$ cat config.mk
export PLATFORM = sky130hd
export DESIGN_NAME = pad_space_string_compare
export DESIGN_NICKNAME = d
export VERILOG_FILES = /design/src/hdl/psc_pkg.sv /design/src/hdl/psc_front.sv /design/src/hdl/psc_fifo.sv /design/src/hdl/psc_back.sv /design/src/hdl/pad_space_string_compare.sv
export SDC_FILE = /design/constraint.sdc
export NUM_CORES = 1
export LEC_CHECK = 0
export ABC_AREA = 1
export BUFFER_PORTS_ARGS = -buffer_cell sky130_fd_sc_hd__buf_4
export CAP_MARGIN = 20
export CORE_ASPECT_RATIO = 1.25
export CORE_MARGIN = 2
export CORE_UTILIZATION = 37
export CTS_CLUSTER_SIZE = 16
export DETAILED_ROUTE_END_ITERATION = 10
export PLACE_DENSITY = 0.58
export SYNTH_ARGS = -nofsm -noshare
export SYNTH_HDL_FRONTEND = slang
export SYNTH_HIERARCHICAL = 1
export SYNTH_SLANG_ARGS = --single-unit
$ cat constraint.sdc
create_clock -name clk -period 3 [get_ports clk]
set_input_delay 0.6 -clock clk [delete_from_list [all_inputs] [get_ports clk]]
set_output_delay 0.6 -clock clk [all_outputs]
set_load 0.005 [all_outputs]
$ cat src/hdl/psc_pkg.sv
// Package for the pad-space string comparator: shared types, order codes
// and the ASCII case-fold helper. No dependencies.
`default_nettype none
package psc_pkg;

  localparam logic [7:0] CHAR_SPACE = 8'h20;
  localparam logic [7:0] CHAR_UPPER_A = 8'h41;
  localparam logic [7:0] CHAR_UPPER_Z = 8'h5A;
  localparam logic [7:0] CHAR_LOWER_A = 8'h61;

  localparam logic signed [1:0] ORD_LESS = 2'sb11;
  localparam logic signed [1:0] ORD_EQUAL = 2'sb00;
  localparam logic signed [1:0] ORD_GREATER = 2'sb01;

  localparam int FIFO_DEPTH = 4;
  localparam int FIFO_PTR_W = 2;

  localparam logic REG_TRIM = 1'b0;
  localparam logic REG_MATCH_CASE = 1'b1;

  typedef struct packed {
    logic trim;
    logic match_case;
  } cfg_t;

  // One classified position.
  typedef struct packed {
    logic left_present;
    logic right_present;
    logic left_keep;
    logic right_keep;
    logic mismatch;
    logic left_greater;
    logic last;
  } item_t;

  typedef struct packed {
    logic valid;
    logic full;
  } fifo_stat_t;

  function automatic logic [7:0] fold_byte(input logic [7:0] b, input logic match_case);
    logic [7:0] res;
    res = b;
    if (!match_case && b >= CHAR_UPPER_A && b <= CHAR_UPPER_Z) begin
      res = b - CHAR_UPPER_A + CHAR_LOWER_A;
    end
    return res;
  endfunction

endpackage
`default_nettype wire

$ cat src/hdl/psc_front.sv
// Front stage: classifies one byte pair into a position record.
// Depends on psc_pkg.
`default_nettype none
module psc_front (
  input  wire logic [7:0]      left_char,
  input  wire logic            left_present,
  input  wire logic [7:0]      right_char,
  input  wire logic            right_present,
  input  wire logic            last_position,
  input  wire psc_pkg::cfg_t   cfg,
  output psc_pkg::item_t       item
);

  logic [7:0] fold_l;
  logic [7:0] fold_r;

  always_comb begin
    fold_l = psc_pkg::fold_byte(left_char, cfg.match_case);
    fold_r = psc_pkg::fold_byte(right_char, cfg.match_case);
    item.left_present  = left_present;
    item.right_present = right_present;
    // drop trailing-space candidates from the kept length when trimming
    item.left_keep  = left_present && !(cfg.trim && left_char == psc_pkg::CHAR_SPACE);
    item.right_keep = right_present && !(cfg.trim && right_char == psc_pkg::CHAR_SPACE);
    item.mismatch     = left_present && right_present && (fold_l != fold_r);
    item.left_greater = fold_l > fold_r;
    item.last         = last_position;
  end

endmodule
`default_nettype wire

$ cat src/hdl/psc_fifo.sv
// Short queue of position records between front and back.
// Depends on psc_pkg.
`default_nettype none
module psc_fifo (
  input  wire logic                 clk,
  input  wire logic                 rst_n,
  input  wire logic                 push,
  input  wire psc_pkg::item_t       push_item,
  input  wire logic                 pop,
  output psc_pkg::item_t            pop_item,
  output psc_pkg::fifo_stat_t       stat
);

  psc_pkg::item_t                     mem_r [psc_pkg::FIFO_DEPTH];
  logic [psc_pkg::FIFO_PTR_W-1:0]     wr_ptr_r, wr_ptr_nxt;
  logic [psc_pkg::FIFO_PTR_W-1:0]     rd_ptr_r, rd_ptr_nxt;
  logic [psc_pkg::FIFO_PTR_W:0]       count_r, count_nxt;
  logic                               do_push;
  logic                               do_pop;

  always_comb begin
    stat.valid = count_r != '0;
    stat.full  = count_r == (psc_pkg::FIFO_PTR_W+1)'(psc_pkg::FIFO_DEPTH);
    do_push    = push && !stat.full;
    do_pop     = pop && stat.valid;
    wr_ptr_nxt = do_push ? wr_ptr_r + 1'b1 : wr_ptr_r;
    rd_ptr_nxt = do_pop ? rd_ptr_r + 1'b1 : rd_ptr_r;
    count_nxt  = count_r;
    if (do_push && !do_pop) begin
      count_nxt = count_r + 1'b1;
    end else if (!do_push && do_pop) begin
      count_nxt = count_r - 1'b1;
    end
    pop_item = mem_r[rd_ptr_r];
  end

  always_ff @(posedge clk) begin
    if (!rst_n) begin
      wr_ptr_r <= '0;
      rd_ptr_r <= '0;
      count_r  <= '0;
    end else begin
      wr_ptr_r <= wr_ptr_nxt;
      rd_ptr_r <= rd_ptr_nxt;
      count_r  <= count_nxt;
    end
  end

  always_ff @(posedge clk) begin
    if (do_push) begin
      mem_r[wr_ptr_r] <= push_item;
    end
  end

endmodule
`default_nettype wire

$ cat src/hdl/psc_back.sv
// Back stage: position and length counters, first-mismatch record and the
// registered result. Depends on psc_pkg.
`default_nettype none
module psc_back #(
  parameter int MAX_LENGTH = 65536
) (
  input  wire logic                 clk,
  input  wire logic                 rst_n,
  input  wire psc_pkg::fifo_stat_t  fifo_stat,
  input  wire psc_pkg::item_t       item,
  output logic                      pop,
  output logic                      out_valid,
  input  wire logic                 out_ready,
  output logic signed [1:0]         out_order,
  output logic                      out_too_long
);

  localparam int CNT_W = $clog2(MAX_LENGTH + 1);
  localparam logic [CNT_W-1:0] POS_MAX = CNT_W'(MAX_LENGTH);

  logic [CNT_W-1:0]   pos_r, pos_nxt;
  logic [CNT_W-1:0]   lkeep_r, lkeep_nxt;
  logic [CNT_W-1:0]   rkeep_r, rkeep_nxt;
  logic [CNT_W-1:0]   mpos_r, mpos_nxt;
  logic               seen_r, seen_nxt;
  logic               lgt_r, lgt_nxt;
  logic               ovf_r, ovf_nxt;
  logic               ovalid_r, ovalid_nxt;
  logic signed [1:0]  order_r, order_nxt;
  logic               toolong_r, toolong_nxt;
  logic [CNT_W-1:0]   pos_inc;

  always_comb begin
    pop         = fifo_stat.valid && (!ovalid_r || out_ready);
    pos_inc     = pos_r + 1'b1;
    pos_nxt     = pos_r;
    lkeep_nxt   = lkeep_r;
    rkeep_nxt   = rkeep_r;
    mpos_nxt    = mpos_r;
    seen_nxt    = seen_r;
    lgt_nxt     = lgt_r;
    ovf_nxt     = ovf_r;
    order_nxt   = order_r;
    toolong_nxt = toolong_r;
    ovalid_nxt  = ovalid_r && !out_ready;
    if (pop) begin
      if (pos_r == POS_MAX) begin
        // saturated: drop bytes, flag overflow
        ovf_nxt = ovf_r || item.left_present || item.right_present;
      end else begin
        if (item.left_keep) begin
          lkeep_nxt = pos_inc;
        end
        if (item.right_keep) begin
          rkeep_nxt = pos_inc;
        end
        if (!seen_r && item.mismatch) begin
          seen_nxt = 1'b1;
          mpos_nxt = pos_r;
          lgt_nxt  = item.left_greater;
        end
        pos_nxt = pos_inc;
      end
      if (item.last) begin
        if (seen_nxt && mpos_nxt < lkeep_nxt && mpos_nxt < rkeep_nxt) begin
          order_nxt = lgt_nxt ? psc_pkg::ORD_GREATER : psc_pkg::ORD_LESS;
        end else if (lkeep_nxt > rkeep_nxt) begin
          order_nxt = psc_pkg::ORD_GREATER;
        end else if (lkeep_nxt < rkeep_nxt) begin
          order_nxt = psc_pkg::ORD_LESS;
        end else begin
          order_nxt = psc_pkg::ORD_EQUAL;
        end
        toolong_nxt = ovf_nxt;
        ovalid_nxt  = 1'b1;
        pos_nxt     = '0;
        lkeep_nxt   = '0;
        rkeep_nxt   = '0;
        seen_nxt    = 1'b0;
        ovf_nxt     = 1'b0;
      end
    end
    out_valid    = ovalid_r;
    out_order    = order_r;
    out_too_long = toolong_r;
  end

  always_ff @(posedge clk) begin
    if (!rst_n) begin
      pos_r    <= '0;
      lkeep_r  <= '0;
      rkeep_r  <= '0;
      mpos_r   <= '0;
      seen_r   <= 1'b0;
      lgt_r    <= 1'b0;
      ovf_r    <= 1'b0;
      ovalid_r <= 1'b0;
    end else begin
      pos_r    <= pos_nxt;
      lkeep_r  <= lkeep_nxt;
      rkeep_r  <= rkeep_nxt;
      mpos_r   <= mpos_nxt;
      seen_r   <= seen_nxt;
      lgt_r    <= lgt_nxt;
      ovf_r    <= ovf_nxt;
      ovalid_r <= ovalid_nxt;
    end
  end

  always_ff @(posedge clk) begin
    order_r   <= order_nxt;
    toolong_r <= toolong_nxt;
  end

endmodule
`default_nettype wire

$ cat src/hdl/pad_space_string_compare.sv
// Top level of the pad-space string comparator: APB register file, front
// classifier, record queue and back counters. Depends on psc_pkg.
//
// Two byte strings stream in side by side, one position per transfer, each
// with a present flag; in_tlast marks the final position of the pair, and
// one result transfer follows it: order -1 (left first), 0 (equal) or 1
// (right first), plus too_long when a present byte came at or beyond
// MAX_LENGTH positions. With trim_trailing_spaces set, trailing spaces do
// not count toward a string's length; with match_case clear, ASCII A-Z
// compare as a-z. The block takes one position per cycle while the queue
// has room; the back stage updates its counters for each record it pops,
// and out_tvalid rises once the last position has passed through it. A
// four-entry queue parts the input side from the counters, so a stalled
// result holds only the back stage while the front keeps taking positions
// until the queue fills. Registers: trim_trailing_spaces at 0x0,
// match_case at 0x4 (bit 0 of the data; only paddr[2] selects).
`default_nettype none
module pad_space_string_compare #(
  parameter int MAX_LENGTH = 65536
) (
  input  wire logic         clk,
  input  wire logic         rst_n,
  // in_tdata: left_char[7:0], left_present[8], right_char[16:9],
  // right_present[17], zero[23:18]
  input  wire logic         in_tvalid,
  output logic              in_tready,
  input  wire logic [23:0]  in_tdata,
  input  wire logic         in_tlast,
  // out_tdata: order[1:0] (signed), too_long[2], zero[7:3]
  output logic              out_tvalid,
  input  wire logic         out_tready,
  output logic [7:0]        out_tdata,
  input  wire logic         cfg_psel,
  input  wire logic         cfg_penable,
  input  wire logic         cfg_pwrite,
  input  wire logic [2:0]   cfg_paddr,
  input  wire logic [31:0]  cfg_pwdata,
  output logic [31:0]       cfg_prdata,
  output logic              cfg_pready
);

  logic                 trim_r, trim_nxt;
  logic                 mcase_r, mcase_nxt;
  logic                 cfg_wr;
  psc_pkg::cfg_t        cfg;
  psc_pkg::item_t       front_item;
  psc_pkg::item_t       back_item;
  psc_pkg::fifo_stat_t  fifo_stat;
  logic                 fifo_pop;
  logic signed [1:0]    res_order;
  logic                 res_too_long;

  // APB register file; write on the access phase
  always_comb begin
    cfg_pready = 1'b1;
    cfg_wr     = cfg_psel && cfg_penable && cfg_pwrite && cfg_pready;
    trim_nxt   = trim_r;
    mcase_nxt  = mcase_r;
    if (cfg_wr) begin
      case (cfg_paddr[2])
        psc_pkg::REG_TRIM:       trim_nxt = cfg_pwdata[0];
        psc_pkg::REG_MATCH_CASE: mcase_nxt = cfg_pwdata[0];
        default: ;
      endcase
    end
    case (cfg_paddr[2])
      psc_pkg::REG_TRIM:       cfg_prdata = {31'b0, trim_r};
      psc_pkg::REG_MATCH_CASE: cfg_prdata = {31'b0, mcase_r};
      default:                 cfg_prdata = '0;
    endcase
    cfg.trim       = trim_r;
    cfg.match_case = mcase_r;
  end

  always_ff @(posedge clk) begin
    if (!rst_n) begin
      trim_r  <= 1'b0;
      mcase_r <= 1'b1;
    end else begin
      trim_r  <= trim_nxt;
      mcase_r <= mcase_nxt;
    end
  end

  psc_front u_front (
    .left_char     (in_tdata[7:0]),
    .left_present  (in_tdata[8]),
    .right_char    (in_tdata[16:9]),
    .right_present (in_tdata[17]),
    .last_position (in_tlast),
    .cfg           (cfg),
    .item          (front_item)
  );

  // hold input while the queue is full
  assign in_tready = !fifo_stat.full;

  psc_fifo u_fifo (
    .clk       (clk),
    .rst_n     (rst_n),
    .push      (in_tvalid),
    .push_item (front_item),
    .pop       (fifo_pop),
    .pop_item  (back_item),
    .stat      (fifo_stat)
  );

  psc_back #(
    .MAX_LENGTH (MAX_LENGTH)
  ) u_back (
    .clk          (clk),
    .rst_n        (rst_n),
    .fifo_stat    (fifo_stat),
    .item         (back_item),
    .pop          (fifo_pop),
    .out_valid    (out_tvalid),
    .out_ready    (out_tready),
    .out_order    (res_order),
    .out_too_long (res_too_long)
  );

  assign out_tdata = {5'b0, res_too_long, res_order};

`ifndef SYNTHESIS
  // order never takes the unused code -2
  a_order_code: assert property (@(posedge clk) disable iff (!rst_n)
    out_tvalid |-> out_tdata[1:0] != 2'b10)
    else $error("order code out of range");

  // a result only appears when a queued record was consumed
  a_no_phantom: assert property (@(posedge clk) disable iff (!rst_n)
    !$past(fifo_stat.valid) && !$past(out_tvalid) |-> !out_tvalid)
    else $error("result without a queued record");

  // the back stage only consumes when the queue holds a record
  a_pop_valid: assert property (@(posedge clk) disable iff (!rst_n)
    fifo_pop |-> fifo_stat.valid)
    else $error("pop from empty queue");
`endif

endmodule
`default_nettype wire
==> summary.txt <==
Run status
  • Status: finished with violations
  • Failing checks: setup timing

Floorplan
  • Rows: 58
  • I/O pin count: 110
  • Die X: 132 microns
  • Core footprint: 20200 sq um
  • Area of the die: 21700 sq um
  • Starting density of the core: 37.7%
  • Chip height: 164 microns

Placement
  • RePlAce Congestion: 0.862
  • Placed inst area: 8940 sq um
  • Placed cells: 1451
  • Dpl hpwl: 15.7 mm
  • Number of port buffers: 33

Synthesis
  • Asr flop ratio synth: 0%
  • Mapped Area: 7610 sq um
  • Post-synth top area cell: dfxtp_1
  • Synth Area in Simple Gates: 25.6%
  • Syn Inst Count: 1047
  • Top-area cell type share of the netlist area: 21.8%
  • Post-synthesis compound-gate area fraction: 15.1%
  • Synth Area in XOR/XNOR: 1.50%
  • Synth Area in Adders: 10.1%
  • Seq/Total Area, Yosys: 34.1%
  • Ys flop type: dfxtp_1
  • Post-synthesis register bit count: 114
  • Area contributors post-synth: dfxtp_1 22%, edfxtp_1 12%, nand2_1 12%
  • Main combinational cell family by area after synthesis: simple AND/OR/NAND/NOR gates
  • Syn Area/Cell: 7.27 sq um
  • Post-synthesis mux area share: 0.395%
  • Synth cell types: 50
  • EDFF count, synth: 31
  • Yosys warnings: 6

CTS
  • Clock sink count: 114
  • Root Driver: clkbuf_16
  • Clock slew at reported path FFs: 60 ps
  • Clock Path Buffers: 2
  • H-tree levels: 4
  • Cts hold-fix bufs: 0
  • Worst-Skew Late Latency: 420 ps
  • CTS tree: yes
  • CTS Buf Count: 17

Setup path
  • CP startpoint kind: flop
  • Most frequent CP cell: nand2_1
  • Crit-path slowest cell: dfxtp_4
  • Crit-path max FO: 3
  • CP Cell Sequence: ha_4 -> nand2_4 -> nor2_4 -> nand2_2 -> nor3_4 -> buf_6 -> nand4_1 -> xor2_2 -> nor2_1 -> nor2_1 -> inv_1 -> ha_4 -> a21oi_2 -> o21ai_1 -> a2111oi_2 -> nand2_1 -> a21oi_2 -> nand2_1 -> nand2_1 -> nand2_1
  • Critical Path RT: 3170 ps
  • CP endpoint kind: flop
  • Stages on the worst setup path: 20
  • Worst Reg-to-Reg Cells: 20
  • Setup CP Type: flop to flop
  • Buf+Inv Stages, Crit Path: 2
  • Crit path arrival time: 3490 ps
  • Max incr delay on CP: 380 ps
  • Crit path max-delay family: simple AND/OR/NAND/NOR gates

Drt
  • Drt first-iter violations: 440
  • Routed Antenna Nets: 0
  • DRC viols: 0
  • Total Wirelength: 21.8 mm
  • Via count: 7198
  • DRT Pass-1 Iters: 5
  • WL/cell: 14.5 microns
  • Avg Vias per Cell: 4.79

Global route
  • First-pass GRT wire length: 34.5 mm
  • Tot GR Track Use: 20.3%
  • Initial antenna violation count: 0
  • Congestion Overflow GR: 0
  • Pin count of the biggest net entering global routing: 56
  • Vias in the first global route: 6752

STA
  • Final setup viols: 2
  • Max Fclk: 300 MHz
  • Pins Over Slew Limit: 0
  • Minimum clock period after layout: 3330 ps
  • Final Hold Vio Count: 0
  • Layout Skew: 9.97 ps
  • Final setup margin: -329 ps
  • Final Cycle Share: 111%
  • Slew HR: 52.2%
  • RSZ-0062 raised after global routing: true
  • Slew @ Worst Pin: 714 ps

Layout
  • Fin area: 10000 sq um
  • Fillers: 2036
  • Multi-input logic area: 4530 sq um
  • Layout cells sized above 1: 28.1%
  • Fin cells: 1503
  • Diode count: 0
  • FF/Latch Area: 2600 sq um
  • Layout area overhead: 31.7%
  • Nets: 1348

Power
  • Pleak: 4.64 nW
  • Pwr dens: 1020 nW/um^2
  • VDD IR max: 613 uV

Job
  • MaxCap Viol Count: 0

Worst hold path
  • Worst min-delay path category: input port to flop
  • WHS Path Cells: 1
[cell type report]
| cell class | instances | share of cell area (%) |
|---|---|---|
| multi-input cells | 758 | 45.2 |
| flip-flops and latches | 114 | 26.0 |
| repair buffers | 189 | 14.5 |
| inverters | 140 | 5.37 |
| clock buffers | 17 | 4.24 |
| well taps | 270 | 3.37 |
| clock inverters | 15 | 1.32 |
[report_power, final]
group	switching, mW	total [mW]	internal [mW]	leakage (nW)
combinational	3.67	6.25	2.58	3.41
clock	0.776	1.92	1.14	0.266
sequential	0.181	2.08	1.90	0.962
[synth_stat cells (5+ instances only)]
cell type / n
nand2_1: 244
inv_1: 129
a21oi_1: 91
nor2_1: 84
dfxtp_1: 83
o21ai_0: 67
ha_1: 60
buf_4: 43
edfxtp_1: 31
nand3_1: 29
clkbuf_1: 20
nand2_2: 16
nand4_1: 16
nor3_1: 13
xor2_1: 12
o21ai_1: 11
o22ai_1: 11
inv_2: 10
or2_1: 8
nor2_4: 6
a2bb2oi_1: 5
o21ai_2: 5
[layer usage]
layer | wire length [microns] | vias up | track usage (%)
met5 | 0 | - | 0
met4 | 242 | 0 | 5.43
met3 | 958 | 18 | 3.27
met2 | 11000 | 159 | 36.7
met1 | 9620 | 3333 | 25.0
li1 | - | 3688 | -
[registers in the layout (all words and copies together) (netlist names), named ones only]
name                 count
u_fifo/mem_r            28
u_fifo/wr_ptr_r          2
u_fifo/rd_ptr_r          2
mcase_r                  1
u_back/seen_r            1
u_back/rkeep_r          17
u_back/out_valid         1
u_back/out_too_long      1
u_back/ovf_r             1
u_back/lkeep_r          17
u_back/out_order         2
u_back/pos_r            17
trim_r                   1
u_back/mpos_r           17
u_fifo/count_r           3
u_back/lgt_r             1
[cells by family (layout without fill, tap and decap cells)]
group	after synthesis	after routing
buf+inv	210	361
mux	3	3
simple gates	437	437
xor+xnor	13	13
flops	114	114
compound gates	207	207
other cells	2	37
fa+ha+maj	61	61
[worst register-to-register path: stages (launching register included)]
cell,delay [ps]
dfxtp_4,380
ha_4,160
nand2_4,60
nor2_4,100
nand2_2,80
nor3_4,230
buf_6,140
nand4_1,150
xor2_2,270
nor2_1,70
nor2_1,160
inv_1,100
ha_4,220
a21oi_2,130
o21ai_1,100
a2111oi_2,260
nand2_1,130
a21oi_2,150
nand2_1,100
nand2_1,70
nand2_1,50
[per-stage QoR]
step | setup TNS, ps | total power [mW] | worst slack [ps] | hold slack (ps) | utilization [%]
6_report | -568 | 10.2 | -329 | 387 | 49.7
5_1_grt | -780 | 11.0 | -430 | 370 | 49.7
4_1_cts | -190 | 9.87 | -120 | 374 | 48.5
3_5_place_dp | -668 | 7.55 | -380 | 441 | 44.3
3_3_place_gp | -668 | 7.49 | -363 | 435 | 44.3
2_1_floorplan | -3.20 | 5.41 | -3.20 | 422 | -
[worst paths after layout]
| kind | startpoint | endpoint | slack (ps) |
|---|---|---|---|
| setup / recovery | u_back/pos_r[1] | u_back/out_order[1] | -330 |
| hold / removal | in_tlast | u_fifo/mem_r[0][0] | 390 |
| setup reg to reg | u_back/pos_r[1] | u_back/out_order[1] | -330 |
| hold reg to reg | u_back/ovf_r | u_back/ovf_r | 440 |
[repair_timing]
| action | in CTS | in global routing |
|---|---|---|
| pin swaps | 28 | 31 |
| resized for setup | 58 | 39 |
| buffers inserted | 12 | 8 |
| endpoints found under the setup margin | 2 | 2 |
[cells in the final DEF, fill, tap and decap left out, types with 6 or more instances in the layout]
cell       synthesis  layout
or2_1              8       8
o21ai_0           67      50
dfxtp_1           83      78
o21ai_1           11      19
inv_2             10      14
o22ai_1           11       9
ha_1              60      51
nand2_1          244     233
nand2_2           16      24
ha_4               0       8
o21ai_2            5      14
nor3_1            13      11
clkbuf_16          0      17
nor2_1            84      82
nand4_1           16      16
buf_4             43     184
xor2_1            12       7
conb_1             2      37
nand3_1           29      24
nor2_4             6       7
a21oi_1           91      86
nand2_4            4       6
a21oi_2            3       8
edfxtp_1          31      31
inv_1            129     122
No activity file was read; power rests on OpenSTA's default activity.
